--- config.mk ---
export PLATFORM = sky130hd
export DESIGN_NAME = avr_isp_command_sequencer
export DESIGN_NICKNAME = d
export VERILOG_FILES = /design/src/rtl/avr_isp_pkg.sv /design/src/rtl/avr_isp_front.sv /design/src/rtl/avr_isp_queue.sv /design/src/rtl/avr_isp_back.sv /design/src/rtl/avr_isp_command_sequencer.sv
export SDC_FILE = /design/constraint.sdc
export NUM_CORES = 1
export LEC_CHECK = 0
export ABC_AREA = 1
export BUFFER_PORTS_ARGS = -buffer_cell sky130_fd_sc_hd__buf_2
export CORE_MARGIN = 1.5
export CORE_UTILIZATION = 55
export CTS_CLUSTER_SIZE = 8
export DETAILED_ROUTE_END_ITERATION = 8
export HOLD_SLACK_MARGIN = 0.05
export PLACE_DENSITY = 0.7
export SLEW_MARGIN = 20
export SYNTH_ARGS = -nofsm -noshare
export SYNTH_HDL_FRONTEND = slang
export SYNTH_SLANG_ARGS = --single-unit
--- constraint.sdc ---
create_clock -name clk -period 7.4 [get_ports clk]
set_clock_uncertainty 0.05 [all_clocks]
set_input_delay 1.11 -clock clk [delete_from_list [all_inputs] [get_ports clk]]
set_output_delay 1.11 -clock clk [all_outputs]
set_load 0.02 [all_outputs]
--- src/rtl/avr_isp_pkg.sv ---
// ----------------------------------------------------------------------------
// avr_isp_pkg
// Shared types, codes and the instruction byte table for the ISP sequencer.
// ----------------------------------------------------------------------------
package avr_isp_pkg;

    typedef enum logic [3:0] {
        OP_ENTER         = 4'd0,
        OP_EXIT          = 4'd1,
        OP_WR_FLASH      = 4'd2,
        OP_COMMIT_FLASH  = 4'd3,
        OP_WR_EEPROM     = 4'd4,
        OP_COMMIT_EEPROM = 4'd5,
        OP_RD_FLASH      = 4'd6,
        OP_RD_EEPROM     = 4'd7,
        OP_SIGNATURE     = 4'd8,
        OP_SPI_BYTE      = 4'd9,
        OP_TICK          = 4'd10
    } op_t;

    typedef enum logic [1:0] {
        EV_REQ  = 2'd0,
        EV_BYTE = 2'd1,
        EV_TICK = 2'd2
    } ev_kind_t;

    typedef enum logic [1:0] {
        PH_IDLE   = 2'd0,
        PH_PULSE  = 2'd1,
        PH_SETTLE = 2'd2,
        PH_XFER   = 2'd3
    } phase_t;

    typedef enum logic [1:0] {
        KIND_SPI   = 2'd0,
        KIND_RESET = 2'd1,
        KIND_DONE  = 2'd2
    } res_kind_t;

    typedef struct packed {
        ev_kind_t    kind;
        op_t         op;
        logic [15:0] address;
        logic [15:0] data;
        logic [7:0]  rx;
    } event_t;

    // configuration port
    localparam int CFG_DATA_W = 17;
    localparam int CFG_IDX_W  = 2;
    localparam logic [1:0] CFG_RESET_PULSE  = 2'd0;
    localparam logic [1:0] CFG_SETTLE       = 2'd1;
    localparam logic [1:0] CFG_BUSY_TIMEOUT = 2'd2;
    localparam logic [1:0] CFG_MAX_ATTEMPTS = 2'd3;

    localparam logic [9:0]  RST_PULSE_TICKS  = 10'd5;
    localparam logic [16:0] RST_SETTLE_TICKS = 17'd20000;
    localparam logic [16:0] RST_BUSY_TICKS   = 17'd100000;
    localparam logic [2:0]  RST_MAX_ATTEMPTS = 3'd5;

    localparam logic [16:0] POLL_MAX = 17'h1FFFF;

    // reset pin state {driven, level}
    localparam logic [1:0] PIN_DRIVEN = 2'b10;
    localparam logic [1:0] PIN_HIGH   = 2'b01;

    // instruction bytes
    localparam logic [7:0] INS_ENABLE      = 8'hAC;
    localparam logic [7:0] INS_ECHO        = 8'h53;
    localparam logic [7:0] INS_LOAD_LO     = 8'h40;
    localparam logic [7:0] INS_LOAD_HI     = 8'h48;
    localparam logic [7:0] INS_COMMIT_FL   = 8'h4C;
    localparam logic [7:0] INS_LOAD_EE     = 8'hC1;
    localparam logic [7:0] INS_COMMIT_EE   = 8'hC2;
    localparam logic [7:0] INS_READ_LO     = 8'h20;
    localparam logic [7:0] INS_READ_HI     = 8'h28;
    localparam logic [7:0] INS_READ_EE     = 8'hA0;
    localparam logic [7:0] INS_SIGNATURE   = 8'h30;
    localparam logic [7:0] INS_POLL        = 8'hF0;
    localparam logic [7:0] INS_FILL        = 8'hFF;

    function automatic logic [7:0] instr_byte(
        input op_t         op,
        input logic [1:0]  sub,
        input logic [15:0] addr,
        input logic [15:0] data,
        input logic [1:0]  idx
    );
        logic       polling;
        logic [7:0] b0;
        logic [7:0] b1;
        logic [7:0] b2;
        logic [7:0] b3;
        logic [7:0] res;
        polling = (sub == 2'd1);
        b0 = 8'h00;
        b1 = 8'h00;
        b2 = 8'h00;
        b3 = 8'h00;
        unique case (op)
            OP_ENTER:
            begin
                b0 = INS_ENABLE;
                b1 = INS_ECHO;
            end
            OP_WR_FLASH:
            begin
                b0 = polling ? INS_LOAD_HI : INS_LOAD_LO;
                b1 = addr[15:8];
                b2 = addr[7:0];
                b3 = polling ? data[15:8] : data[7:0];
            end
            OP_COMMIT_FLASH, OP_COMMIT_EEPROM:
            begin
                if (polling)
                begin
                    b0 = INS_POLL;
                end
                else
                begin
                    b0 = (op == OP_COMMIT_FLASH) ? INS_COMMIT_FL : INS_COMMIT_EE;
                    b1 = addr[15:8];
                    b2 = addr[7:0];
                end
            end
            OP_WR_EEPROM:
            begin
                b0 = INS_LOAD_EE;
                b1 = addr[15:8];
                b2 = addr[7:0];
                b3 = data[7:0];
            end
            OP_RD_FLASH:
            begin
                b0 = polling ? INS_READ_HI : INS_READ_LO;
                b1 = addr[15:8];
                b2 = addr[7:0];
            end
            OP_RD_EEPROM:
            begin
                b0 = INS_READ_EE;
                b1 = addr[15:8];
                b2 = addr[7:0];
                b3 = INS_FILL;
            end
            default:
            begin
                b0 = INS_SIGNATURE;
                b2 = {6'd0, sub};
            end
        endcase
        case (idx)
            2'd0:    res = b0;
            2'd1:    res = b1;
            2'd2:    res = b2;
            default: res = b3;
        endcase
        return res;
    endfunction

endpackage

--- src/rtl/avr_isp_front.sv ---
// ----------------------------------------------------------------------------
// avr_isp_front
// Input side: classifies each item and drops codes with no meaning.
// ----------------------------------------------------------------------------
module avr_isp_front
(
    input  logic                 s_axis_tvalid,
    output logic                 s_axis_tready,
    input  logic [39:0]          s_axis_tdata,
    input  logic [3:0]           s_axis_tuser,
    input  logic                 queue_full,
    output logic                 push,
    output avr_isp_pkg::event_t  push_event
);

    avr_isp_pkg::op_t cmd;
    logic             keep;

    assign cmd = avr_isp_pkg::op_t'(s_axis_tuser);

    always_comb
    begin
        keep            = 1'b1;
        push_event.kind = avr_isp_pkg::EV_REQ;
        unique case (cmd) inside
            [avr_isp_pkg::OP_ENTER : avr_isp_pkg::OP_SIGNATURE]:
                push_event.kind = avr_isp_pkg::EV_REQ;
            avr_isp_pkg::OP_SPI_BYTE:
                push_event.kind = avr_isp_pkg::EV_BYTE;
            avr_isp_pkg::OP_TICK:
                push_event.kind = avr_isp_pkg::EV_TICK;
            default:
                keep = 1'b0;
        endcase
        push_event.op      = cmd;
        push_event.address = s_axis_tdata[15:0];
        push_event.data    = s_axis_tdata[31:16];
        push_event.rx      = s_axis_tdata[39:32];
    end

    assign s_axis_tready = !queue_full;
    assign push          = s_axis_tvalid && !queue_full && keep;

endmodule

--- src/rtl/avr_isp_queue.sv ---
// ----------------------------------------------------------------------------
// avr_isp_queue
// Short flip-flop FIFO between the front and the sequencer.
// ----------------------------------------------------------------------------
module avr_isp_queue
#(
    parameter int WIDTH = 1,
    parameter int DEPTH = 4
)
(
    input  logic             clk,
    input  logic             rst_n,
    input  logic             push,
    input  logic [WIDTH-1:0] push_data,
    input  logic             pop,
    output logic             full,
    output logic             valid,
    output logic [WIDTH-1:0] head_data
);

    localparam int PTR_W = (DEPTH > 1) ? $clog2(DEPTH) : 1;
    localparam int CNT_W = $clog2(DEPTH + 1);

    logic [WIDTH-1:0] slot_reg [DEPTH];
    logic [PTR_W-1:0] wr_ptr_reg, wr_ptr_next;
    logic [PTR_W-1:0] rd_ptr_reg, rd_ptr_next;
    logic [CNT_W-1:0] count_reg, count_next;

    assign full      = (count_reg == CNT_W'(DEPTH));
    assign valid     = (count_reg != '0);
    assign head_data = slot_reg[rd_ptr_reg];

    always_comb
    begin
        wr_ptr_next = wr_ptr_reg;
        rd_ptr_next = rd_ptr_reg;
        count_next  = count_reg;
        if (push)
        begin
            wr_ptr_next = (wr_ptr_reg == PTR_W'(DEPTH - 1)) ? '0 : wr_ptr_reg + 1'b1;
        end
        if (pop)
        begin
            rd_ptr_next = (rd_ptr_reg == PTR_W'(DEPTH - 1)) ? '0 : rd_ptr_reg + 1'b1;
        end
        if (push && !pop)
        begin
            count_next = count_reg + 1'b1;
        end
        else if (pop && !push)
        begin
            count_next = count_reg - 1'b1;
        end
    end

    always_ff @(posedge clk or negedge rst_n)
    begin
        if (!rst_n)
        begin
            wr_ptr_reg <= '0;
            rd_ptr_reg <= '0;
            count_reg  <= '0;
        end
        else
        begin
            wr_ptr_reg <= wr_ptr_next;
            rd_ptr_reg <= rd_ptr_next;
            count_reg  <= count_next;
        end
    end

    always_ff @(posedge clk)
    begin
        if (push)
        begin
            slot_reg[wr_ptr_reg] <= push_data;
        end
    end

    assert property (@(posedge clk) disable iff (!rst_n) pop |-> valid)
        else $error("queue popped while empty");
    assert property (@(posedge clk) disable iff (!rst_n) push |-> (!full || pop))
        else $error("queue pushed while full");
    assert property (@(posedge clk) disable iff (!rst_n) count_reg <= CNT_W'(DEPTH))
        else $error("queue count out of range");

endmodule

--- src/rtl/avr_isp_back.sv ---
// ----------------------------------------------------------------------------
// avr_isp_back
// Sequencer: runs enter/exit, instruction bytes, polling and the result register.
// ----------------------------------------------------------------------------
module avr_isp_back
#(
    parameter int SIGNATURE_BYTES = 3
)
(
    input  logic                                 clk,
    input  logic                                 rst_n,
    input  logic                                 cfg_we,
    input  logic [avr_isp_pkg::CFG_IDX_W-1:0]    cfg_index,
    input  logic [avr_isp_pkg::CFG_DATA_W-1:0]   cfg_data,
    input  logic                                 q_valid,
    input  avr_isp_pkg::event_t                  q_event,
    output logic                                 pop,
    output logic                                 m_axis_tvalid,
    input  logic                                 m_axis_tready,
    output logic [39:0]                          m_axis_tdata,  // tx_byte, reset_driven,
                                                                // reset_level, spi_on, error,
                                                                // read_data, zero pad
    output logic [1:0]                           m_axis_tuser   // kind
);

    localparam logic [1:0] SIG_LAST = 2'(SIGNATURE_BYTES);

    // configuration
    logic [9:0]  pulse_ticks_reg;
    logic [16:0] settle_ticks_reg;
    logic [16:0] busy_ticks_reg;
    logic [2:0]  max_att_reg;

    // sequencer state
    avr_isp_pkg::phase_t phase_reg, phase_next;
    avr_isp_pkg::op_t    pending_reg, pending_next;
    logic [1:0]  bi_reg, bi_next;
    logic [1:0]  sub_reg, sub_next;
    logic [2:0]  att_reg, att_next;
    logic [16:0] wait_reg, wait_next;
    logic [16:0] poll_reg, poll_next;
    logic [7:0]  echo_reg, echo_next;
    logic [23:0] accum_reg, accum_next;
    logic [15:0] addr_reg, addr_next;
    logic [15:0] data_reg, data_next;
    logic [1:0]  pin_reg, pin_next;
    logic        spi_reg, spi_next;

    // result register
    logic        m_valid_reg, m_valid_next;
    logic [39:0] m_data_reg;
    logic [1:0]  m_user_reg;

    // decode
    logic        req_go, exit_go, enter_go, rw_go;
    logic        byte_go, byte_mid, byte_last;
    logic        tick_go, pulse_end, settle_end, poll_tick;
    logic [17:0] wait_inc;
    logic [17:0] pulse_lim, settle_lim;
    logic [16:0] busy_lim;
    logic [2:0]  att_lim, att_inc;

    // end-of-instruction outcome
    logic        d_finish, d_err, d_pulse, d_next, d_poll_clr, d_att;
    logic [1:0]  d_sub;
    logic [23:0] d_accum, d_rd;
    logic [1:0]  sig_sub;

    // result being produced
    logic                    emit;
    avr_isp_pkg::res_kind_t  emit_kind;
    logic                    emit_err;
    logic [23:0]             emit_rd;
    logic [7:0]              emit_tx;

    assign pop = q_valid && (!m_valid_reg || m_axis_tready);

    assign req_go   = pop && (q_event.kind == avr_isp_pkg::EV_REQ)
                      && (phase_reg == avr_isp_pkg::PH_IDLE);
    assign exit_go  = req_go && (q_event.op == avr_isp_pkg::OP_EXIT);
    assign enter_go = req_go && (q_event.op == avr_isp_pkg::OP_ENTER);
    assign rw_go    = req_go && !exit_go && !enter_go;

    assign byte_go   = pop && (q_event.kind == avr_isp_pkg::EV_BYTE)
                       && (phase_reg == avr_isp_pkg::PH_XFER);
    assign byte_mid  = byte_go && (bi_reg != 2'd3);
    assign byte_last = byte_go && (bi_reg == 2'd3);

    assign tick_go    = pop && (q_event.kind == avr_isp_pkg::EV_TICK);
    assign wait_inc   = {1'b0, wait_reg} + 18'd1;
    assign pulse_lim  = (pulse_ticks_reg == '0) ? 18'd1 : {8'd0, pulse_ticks_reg};
    assign settle_lim = (settle_ticks_reg == '0) ? 18'd1 : {1'b0, settle_ticks_reg};
    assign busy_lim   = (busy_ticks_reg == '0) ? 17'd1 : busy_ticks_reg;
    assign att_lim    = (max_att_reg == '0) ? 3'd1 : max_att_reg;
    assign att_inc    = att_reg + 3'd1;

    assign pulse_end  = tick_go && (phase_reg == avr_isp_pkg::PH_PULSE)
                        && (wait_inc >= pulse_lim);
    assign settle_end = tick_go && (phase_reg == avr_isp_pkg::PH_SETTLE)
                        && (wait_inc >= settle_lim);
    assign poll_tick  = tick_go && (phase_reg == avr_isp_pkg::PH_XFER) && (sub_reg == 2'd1)
                        && ((pending_reg == avr_isp_pkg::OP_COMMIT_FLASH)
                            || (pending_reg == avr_isp_pkg::OP_COMMIT_EEPROM));

    assign sig_sub = sub_reg + 2'd1;

    // outcome of the fourth byte of an instruction
    always_comb
    begin
        d_finish   = 1'b0;
        d_err      = 1'b0;
        d_pulse    = 1'b0;
        d_next     = 1'b0;
        d_poll_clr = 1'b0;
        d_att      = 1'b0;
        d_sub      = sub_reg;
        d_accum    = accum_reg;
        d_rd       = '0;
        unique case (pending_reg)
            avr_isp_pkg::OP_ENTER:
            begin
                if (echo_reg == avr_isp_pkg::INS_ECHO)
                begin
                    d_finish = 1'b1;
                end
                else
                begin
                    d_att = 1'b1;
                    if (att_inc >= att_lim)
                    begin
                        d_finish = 1'b1;
                        d_err    = 1'b1;
                    end
                    else
                    begin
                        d_pulse = 1'b1;
                    end
                end
            end
            avr_isp_pkg::OP_WR_FLASH:
            begin
                if (sub_reg == 2'd0)
                begin
                    d_sub  = 2'd1;
                    d_next = 1'b1;
                end
                else
                begin
                    d_finish = 1'b1;
                end
            end
            avr_isp_pkg::OP_COMMIT_FLASH, avr_isp_pkg::OP_COMMIT_EEPROM:
            begin
                if (sub_reg == 2'd0)
                begin
                    d_sub      = 2'd1;
                    d_poll_clr = 1'b1;
                    d_next     = 1'b1;
                end
                else if (!q_event.rx[0])
                begin
                    d_finish = 1'b1;
                end
                else if (poll_reg >= busy_lim)
                begin
                    d_finish = 1'b1;
                    d_err    = 1'b1;
                end
                else
                begin
                    d_next = 1'b1;
                end
            end
            avr_isp_pkg::OP_WR_EEPROM:
            begin
                d_finish = 1'b1;
            end
            avr_isp_pkg::OP_RD_FLASH:
            begin
                if (sub_reg == 2'd0)
                begin
                    d_accum = {16'd0, q_event.rx};
                    d_sub   = 2'd1;
                    d_next  = 1'b1;
                end
                else
                begin
                    d_accum  = {8'd0, q_event.rx, accum_reg[7:0]};
                    d_rd     = d_accum;
                    d_finish = 1'b1;
                end
            end
            avr_isp_pkg::OP_RD_EEPROM:
            begin
                d_accum  = {16'd0, q_event.rx};
                d_rd     = d_accum;
                d_finish = 1'b1;
            end
            default:
            begin
                d_accum = {accum_reg[15:0], q_event.rx};
                d_sub   = sig_sub;
                if ((sig_sub >= SIG_LAST) || (sig_sub == 2'd0))
                begin
                    d_rd     = d_accum;
                    d_finish = 1'b1;
                end
                else
                begin
                    d_next = 1'b1;
                end
            end
        endcase
    end

    // next phase
    always_comb
    begin
        phase_next = phase_reg;
        if (enter_go)
        begin
            phase_next = avr_isp_pkg::PH_PULSE;
        end
        else if (rw_go)
        begin
            phase_next = avr_isp_pkg::PH_XFER;
        end
        else if (byte_last)
        begin
            if (d_finish)
            begin
                phase_next = avr_isp_pkg::PH_IDLE;
            end
            else if (d_pulse)
            begin
                phase_next = avr_isp_pkg::PH_PULSE;
            end
            else
            begin
                phase_next = avr_isp_pkg::PH_XFER;
            end
        end
        else if (pulse_end)
        begin
            phase_next = avr_isp_pkg::PH_SETTLE;
        end
        else if (settle_end)
        begin
            phase_next = avr_isp_pkg::PH_XFER;
        end
    end

    // datapath and result
    always_comb
    begin
        pending_next = pending_reg;
        bi_next      = bi_reg;
        sub_next     = sub_reg;
        att_next     = att_reg;
        wait_next    = wait_reg;
        poll_next    = poll_reg;
        echo_next    = echo_reg;
        accum_next   = accum_reg;
        addr_next    = addr_reg;
        data_next    = data_reg;
        pin_next     = pin_reg;
        spi_next     = spi_reg;
        emit         = 1'b0;
        emit_kind    = avr_isp_pkg::KIND_SPI;
        emit_err     = 1'b0;
        emit_rd      = '0;

        if (exit_go)
        begin
            spi_next  = 1'b0;
            pin_next  = avr_isp_pkg::PIN_HIGH;
            emit      = 1'b1;
            emit_kind = avr_isp_pkg::KIND_RESET;
        end
        else if (enter_go)
        begin
            pending_next = avr_isp_pkg::OP_ENTER;
            sub_next     = 2'd0;
            accum_next   = '0;
            att_next     = '0;
            spi_next     = 1'b1;
            pin_next     = avr_isp_pkg::PIN_DRIVEN | avr_isp_pkg::PIN_HIGH;
            wait_next    = '0;
            emit         = 1'b1;
            emit_kind    = avr_isp_pkg::KIND_RESET;
        end
        else if (rw_go)
        begin
            pending_next = q_event.op;
            sub_next     = 2'd0;
            accum_next   = '0;
            addr_next    = q_event.address;
            data_next    = q_event.data;
            bi_next      = 2'd0;
            emit         = 1'b1;
        end
        else if (byte_mid)
        begin
            if (bi_reg == 2'd2)
            begin
                echo_next = q_event.rx;
            end
            bi_next = bi_reg + 2'd1;
            emit    = 1'b1;
        end
        else if (byte_last)
        begin
            sub_next   = d_sub;
            accum_next = d_accum;
            if (d_poll_clr)
            begin
                poll_next = '0;
            end
            if (d_att)
            begin
                att_next = att_inc;
            end
            emit = 1'b1;
            if (d_finish)
            begin
                emit_kind = avr_isp_pkg::KIND_DONE;
                emit_err  = d_err;
                emit_rd   = d_rd;
            end
            else if (d_pulse)
            begin
                pin_next  = avr_isp_pkg::PIN_DRIVEN | avr_isp_pkg::PIN_HIGH;
                wait_next = '0;
                emit_kind = avr_isp_pkg::KIND_RESET;
            end
            else
            begin
                bi_next = 2'd0;
            end
        end
        else if (tick_go && (phase_reg == avr_isp_pkg::PH_PULSE))
        begin
            if (pulse_end)
            begin
                pin_next  = avr_isp_pkg::PIN_DRIVEN;
                wait_next = '0;
                emit      = 1'b1;
                emit_kind = avr_isp_pkg::KIND_RESET;
            end
            else
            begin
                wait_next = wait_inc[16:0];
            end
        end
        else if (tick_go && (phase_reg == avr_isp_pkg::PH_SETTLE))
        begin
            if (settle_end)
            begin
                wait_next = '0;
                sub_next  = 2'd0;
                bi_next   = 2'd0;
                emit      = 1'b1;
            end
            else
            begin
                wait_next = wait_inc[16:0];
            end
        end
        else if (poll_tick)
        begin
            if (poll_reg != avr_isp_pkg::POLL_MAX)
            begin
                poll_next = poll_reg + 17'd1;
            end
        end

        emit_tx = (emit_kind == avr_isp_pkg::KIND_SPI)
                  ? avr_isp_pkg::instr_byte(pending_next, sub_next, addr_next,
                                            data_next, bi_next)
                  : 8'h00;
    end

    always_comb
    begin
        m_valid_next = m_valid_reg;
        if (pop && emit)
        begin
            m_valid_next = 1'b1;
        end
        else if (m_axis_tready)
        begin
            m_valid_next = 1'b0;
        end
    end

    always_ff @(posedge clk or negedge rst_n)
    begin
        if (!rst_n)
        begin
            pulse_ticks_reg  <= avr_isp_pkg::RST_PULSE_TICKS;
            settle_ticks_reg <= avr_isp_pkg::RST_SETTLE_TICKS;
            busy_ticks_reg   <= avr_isp_pkg::RST_BUSY_TICKS;
            max_att_reg      <= avr_isp_pkg::RST_MAX_ATTEMPTS;
        end
        else if (cfg_we)
        begin
            case (cfg_index)
                avr_isp_pkg::CFG_RESET_PULSE:  pulse_ticks_reg  <= cfg_data[9:0];
                avr_isp_pkg::CFG_SETTLE:       settle_ticks_reg <= cfg_data[16:0];
                avr_isp_pkg::CFG_BUSY_TIMEOUT: busy_ticks_reg   <= cfg_data[16:0];
                default:                       max_att_reg      <= cfg_data[2:0];
            endcase
        end
    end

    always_ff @(posedge clk or negedge rst_n)
    begin
        if (!rst_n)
        begin
            phase_reg   <= avr_isp_pkg::PH_IDLE;
            pending_reg <= avr_isp_pkg::OP_ENTER;
            bi_reg      <= '0;
            sub_reg     <= '0;
            att_reg     <= '0;
            wait_reg    <= '0;
            poll_reg    <= '0;
            echo_reg    <= '0;
            accum_reg   <= '0;
            addr_reg    <= '0;
            data_reg    <= '0;
            pin_reg     <= '0;
            spi_reg     <= 1'b0;
            m_valid_reg <= 1'b0;
        end
        else
        begin
            phase_reg   <= phase_next;
            pending_reg <= pending_next;
            bi_reg      <= bi_next;
            sub_reg     <= sub_next;
            att_reg     <= att_next;
            wait_reg    <= wait_next;
            poll_reg    <= poll_next;
            echo_reg    <= echo_next;
            accum_reg   <= accum_next;
            addr_reg    <= addr_next;
            data_reg    <= data_next;
            pin_reg     <= pin_next;
            spi_reg     <= spi_next;
            m_valid_reg <= m_valid_next;
        end
    end

    always_ff @(posedge clk)
    begin
        if (pop && emit)
        begin
            m_data_reg <= {4'd0, emit_rd, emit_err, spi_next, pin_next[0], pin_next[1],
                           emit_tx};
            m_user_reg <= emit_kind;
        end
    end

    assign m_axis_tvalid = m_valid_reg;
    assign m_axis_tdata  = m_data_reg;
    assign m_axis_tuser  = m_user_reg;

    assert property (@(posedge clk) disable iff (!rst_n)
        (phase_reg == avr_isp_pkg::PH_PULSE)
        |-> (pin_reg == (avr_isp_pkg::PIN_DRIVEN | avr_isp_pkg::PIN_HIGH)))
        else $error("reset pin not driven high during pulse");
    assert property (@(posedge clk) disable iff (!rst_n)
        (phase_reg == avr_isp_pkg::PH_SETTLE) |-> (pin_reg == avr_isp_pkg::PIN_DRIVEN))
        else $error("reset pin not driven low during settle");
    assert property (@(posedge clk) disable iff (!rst_n)
        ((phase_reg == avr_isp_pkg::PH_PULSE) || (phase_reg == avr_isp_pkg::PH_SETTLE))
        |-> spi_reg)
        else $error("spi off while entering programming mode");

endmodule

--- src/rtl/avr_isp_command_sequencer.sv ---
// ----------------------------------------------------------------------------
// avr_isp_command_sequencer
// Turns host requests into AVR serial-programming instruction bytes.
// ----------------------------------------------------------------------------
// Input stream s_axis: tuser holds the command; tdata holds address, data and
// the received SPI byte. Requests start a sequence; SPI-byte items return
// what the last exchange shifted in; tick items mark 1 us of time.
// Output stream m_axis: tuser holds the kind (send byte, reset pin update,
// request done); tdata holds the byte to send, pin state, error flag and data.
// Each item yields at most one result. An item is taken every cycle while the
// input queue has room; a result is registered: the item waits in the queue and
// the output register loads as it leaves.
// The sequencer updates its state once per item, so with the receiver ready
// the sustained rate is one item per cycle. When the receiver stalls, the
// sequencer stops and the queue (QUEUE_DEPTH items) fills before s_axis_tready
// drops. Requests arriving while a sequence runs are discarded.
// Reset clears the queue, returns the sequencer to idle with SPI off and the
// target reset pin released, and loads the default timing registers.
// ----------------------------------------------------------------------------
module avr_isp_command_sequencer
#(
    parameter int QUEUE_DEPTH     = 4,
    parameter int SIGNATURE_BYTES = 3
)
(
    input  logic                               clk,
    input  logic                               rst_n,
    input  logic                               cfg_we,
    input  logic [avr_isp_pkg::CFG_IDX_W-1:0]  cfg_index,
    input  logic [avr_isp_pkg::CFG_DATA_W-1:0] cfg_data,
    input  logic                               s_axis_tvalid,
    output logic                               s_axis_tready,
    input  logic [39:0]                        s_axis_tdata,  // address, data, rx_byte
    input  logic [3:0]                         s_axis_tuser,  // cmd
    output logic                               m_axis_tvalid,
    input  logic                               m_axis_tready,
    output logic [39:0]                        m_axis_tdata,  // tx_byte, reset_driven,
                                                              // reset_level, spi_on, error,
                                                              // read_data, zero pad
    output logic [1:0]                         m_axis_tuser   // kind
);

    localparam int EV_W = $bits(avr_isp_pkg::event_t);

    logic                 push;
    logic                 pop;
    logic                 q_full;
    logic                 q_valid;
    avr_isp_pkg::event_t  push_event;
    avr_isp_pkg::event_t  head_event;
    logic [EV_W-1:0]      head_bits;

    avr_isp_front u_front
    (
        .s_axis_tvalid (s_axis_tvalid),
        .s_axis_tready (s_axis_tready),
        .s_axis_tdata  (s_axis_tdata),
        .s_axis_tuser  (s_axis_tuser),
        .queue_full    (q_full),
        .push          (push),
        .push_event    (push_event)
    );

    avr_isp_queue
    #(
        .WIDTH (EV_W),
        .DEPTH (QUEUE_DEPTH)
    )
    u_queue
    (
        .clk       (clk),
        .rst_n     (rst_n),
        .push      (push),
        .push_data (push_event),
        .pop       (pop),
        .full      (q_full),
        .valid     (q_valid),
        .head_data (head_bits)
    );

    assign head_event = avr_isp_pkg::event_t'(head_bits);

    avr_isp_back
    #(
        .SIGNATURE_BYTES (SIGNATURE_BYTES)
    )
    u_back
    (
        .clk           (clk),
        .rst_n         (rst_n),
        .cfg_we        (cfg_we),
        .cfg_index     (cfg_index),
        .cfg_data      (cfg_data),
        .q_valid       (q_valid),
        .q_event       (head_event),
        .pop           (pop),
        .m_axis_tvalid (m_axis_tvalid),
        .m_axis_tready (m_axis_tready),
        .m_axis_tdata  (m_axis_tdata),
        .m_axis_tuser  (m_axis_tuser)
    );

endmodule

==> impl_metrics.ini <==
[sta]
setup_tns_ns = 0
clock.fmax_ghz = 0.213
finalHoldViolCount = 0
rsz0062_at_grt = no
setup_viol = 0
worstMarginPinSlew_ns = 1.08
max_slew_margin_pct = 27.8
period_minus_slack_ns = 4.71
period_share_pct = 63.6
slew_viol_final = 0

[power_and_ir_drop]
sequentialPowerShare_pct = 37.8
netSwitchingFraction_pct = 38.0
p_sw_mw = 3.14
pwr-share-comb_pct = 35.3
powerDensity_nw_per_um2 = 401
finalPower_mw = 8.26
p_clk_share_pct = 26.9
p_leak_nw = 9.02
intPower_mw = 5.12
irDropWorstVdd_uv = 226

[layout]
fill_cells = 2705
multi_input_area_um2 = 6190
antennaDiodeCount = 0
seq_area_um2 = 10700
final_layout_size_suffix_gt1_share_pct = 13.8
nets = 2077
largest_reg_flops = 184
finalInstanceArea_um2 = 20600
finalNonFillerCells = 2432
utilization_pct = 63.4
area_delta_synth_final_pct = 13.5

[critical_path]
r2r_cells = 26
worst_path_max_delay_cell = dfrtp_1
crit_type = reg -> reg
critical_path.startpoint = u_back.wait_reg[0]
setup.worst_path.end_class = flop
r2r_slack_ns = 2.69
critPathLaunchType = flop
worst_r2r_endpoint = u_back.m_axis_tdata[7]
critPathRequiredTime_ns = 7.66
max_stage_delay_ns = 0.44
crit_arrival_ns = 4.96
crit_cells = 26
cp_common_cell = nand2_1
rr_startpoint = u_back.wait_reg[0]
crit_fanout = 17
crit_buf_inv = 2
critical_path.top_delay_family = simple AND/OR/NAND/NOR gates
crit_end = u_back.m_axis_tdata[7]

[die]
die_y_um = 185
design.core.area_um2 = 32500
io_pins = 112
initial_core_util_pct = 55.9
rows = 66
die_x_um = 185
die_area_um2 = 34200

[synthesis]
ys_seq_area_share_pct = 58.9
synth_edf_count = 222
syn_area_um2 = 18200
synth.top_cells.by_count = nand2_1 (282), inv_1 (257), edfxtp_1 (222)
async_flop_share_pct = 42.0
synth_warnings = 0
synth_cells = 1835
yosysMostFrequentCell = nand2_1
ys_types = 58
avgSynthCellArea_um2 = 9.91
ys_ff_latch = 383
synth_top_cell_by_area = edfxtp_1
synth_top_cell_area_share_pct = 36.7
ys.flop_type = edfxtp_1
synth_area_leaders = edfxtp_1 (37%), dfrtp_1 (20%), nand2_1 (5.8%)

[grt]
met3_usage_pct = 3.79
grt-busiest-layer = met2
grt_antenna_before_repair = 0
grtUsageMet2_pct = 40.3
grtUsageMet1_pct = 30.5
grtUsageTotal_pct = 23.6
grt_pass1_vias = 12600
grt_overflow_total = 0
grt_max_degree = 87
grt_first_pass_wirelength_um = 63700

[placed_design]
dp.cells = 2333
place_area_um2 = 19100
routabilityCongestion = 0.873
place_hpwl_um = 26100
numPortBuffers = 107

[detailed_routing]
drtAntennaViolNets = 0
drtIter0Drc = 857
routed_wl_um = 39600
vias = 13100
vias_per_cell = 5.38
dr.pass1.iters = 5
drc = 0
wl_per_cell_um = 16.3

[clocking]
clockBufferDepth = 3
clock-root-buffer = clkbuf_16
clk_pin_slew_ns = 0.05
hold_buffers = 0
cts-htree-levels = 2
cts_tree = built
numCtsBuffers = 53
cts_sinks = 383
cts_resized = 0
clk_latency_ns = 0.59
post_cts_buffers = 0

[hold_path]
min_from = u_back.echo_reg[2]
min_delay_path_depth = 2
min_path_type = reg -> reg

[run_status]
status = completed

[job]
maxCapViolCount = 0
placed cells by master, fill, tap and decap left out, types with 3 or more instances in the layout:
| master | instances |
|---|---|
| a21oi_1 | 52 |
| o21ai_1 | 3 |
| buf_2 | 106 |
| nand3_1 | 118 |
| or2_2 | 3 |
| o21ai_0 | 199 |
| nor4_1 | 12 |
| nor3_4 | 3 |
| nor3_1 | 11 |
| dfrtp_1 | 145 |
| inv_2 | 9 |
| clkbuf_16 | 53 |
| edfxtp_1 | 222 |
| buf_4 | 10 |
| nor2_4 | 9 |
| o21bai_1 | 3 |
| o22ai_1 | 61 |
| dfstp_2 | 15 |
| xor2_1 | 16 |
| nor3_2 | 4 |
| clkbuf_1 | 43 |
| nand2_1 | 281 |
| conb_1 | 4 |
| nor2_1 | 172 |
| o21a_1 | 6 |
| nor2_2 | 5 |
| inv_1 | 257 |
| mux2_2 | 17 |
| xnor2_1 | 4 |
| nand2_2 | 16 |
| nand4_1 | 18 |
| ha_1 | 62 |
| nand3_2 | 6 |
| nor3b_1 | 3 |
| a22oi_1 | 9 |
final cells by class:
type	instances	area share (%)
Sequential cell	383	51.9
Multi-Input combinational cell	1123	30.0
Clock buffer	96	7.21
Inverter	268	4.88
Timing Repair Buffer	117	2.99
Tap cell	442	2.68
Clock inverter	3	0.285
power by group through the flow:
stage / Clock (mW) / Sequential, mW / Combinational, mW
after floorplan: 0 / 3.19 / 2.06
after detailed placement: 0 / 3.16 / 2.91
after global routing: 2.37 / 3.18 / 3.29
final: 2.22 / 3.12 / 2.91
after CTS: 2.27 / 3.13 / 2.93
after global placement: 0 / 3.14 / 2.84
stage by stage:
step,hold slack [ns],setup slack (ns)
floorplan,0.403,3.56
global placement,0.420,2.88
detailed placement,0.425,2.84
CTS,0.438,2.75
global route,0.466,2.27
finish,0.436,2.69
routing by layer:
metal | part of all wire [%] | up-vias
li1 | - | 6428
met1 | 44 | 6236
met2 | 48 | 335
met3 | 5.0 | 79
met4 | 3.0 | 0
met5 | 0 | -
worst min path at each step:
stage                           endpoint  slack, ns
3_3_place_gp          u_back.echo_reg[0]       0.42
2_1_floorplan  u_back.pulse_ticks_reg[1]       0.40
4_1_cts               u_back.echo_reg[2]       0.44
5_1_grt               u_back.addr_reg[5]       0.47
6_report              u_back.echo_reg[2]       0.44
3_5_place_dp          u_back.echo_reg[2]       0.42
worst register-to-register path: stages, from the launching register on:
cell	delay, ns
dfrtp_1	0.44
nand2_1	0.10
nor2_2	0.13
nand3_1	0.11
nor2_1	0.14
inv_1	0.10
nor3_2	0.22
nand2_1	0.15
xor2_1	0.27
inv_1	0.09
ha_1	0.33
nand4_1	0.15
o31a_1	0.32
nand2_1	0.08
nand2_1	0.05
nand2_1	0.07
nand2_1	0.11
nand3_1	0.09
nand2_1	0.05
nand2_1	0.27
nand3_2	0.37
nand2_1	0.18
nand2_2	0.17
nand3_1	0.16
nand3_1	0.08
nor2_1	0.10
nor2_1	0.05
cells by family (layout without fill, tap and decap cells):
logic type,Yosys count,after routing,synth area share (%)
multiplexers,17,17,1.05
other,1,4,0.0206
AND/OR/NAND/NOR,667,667,16.4
XOR/XNOR,20,20,0.963
buffers and inverters,332,484,7.25
adder cells (fa/ha/maj),63,63,4.38
AO/OA/AOI/OAI,352,352,10.9
flip-flops,383,383,58.9
No activity file was read; power rests on OpenSTA's default activity.
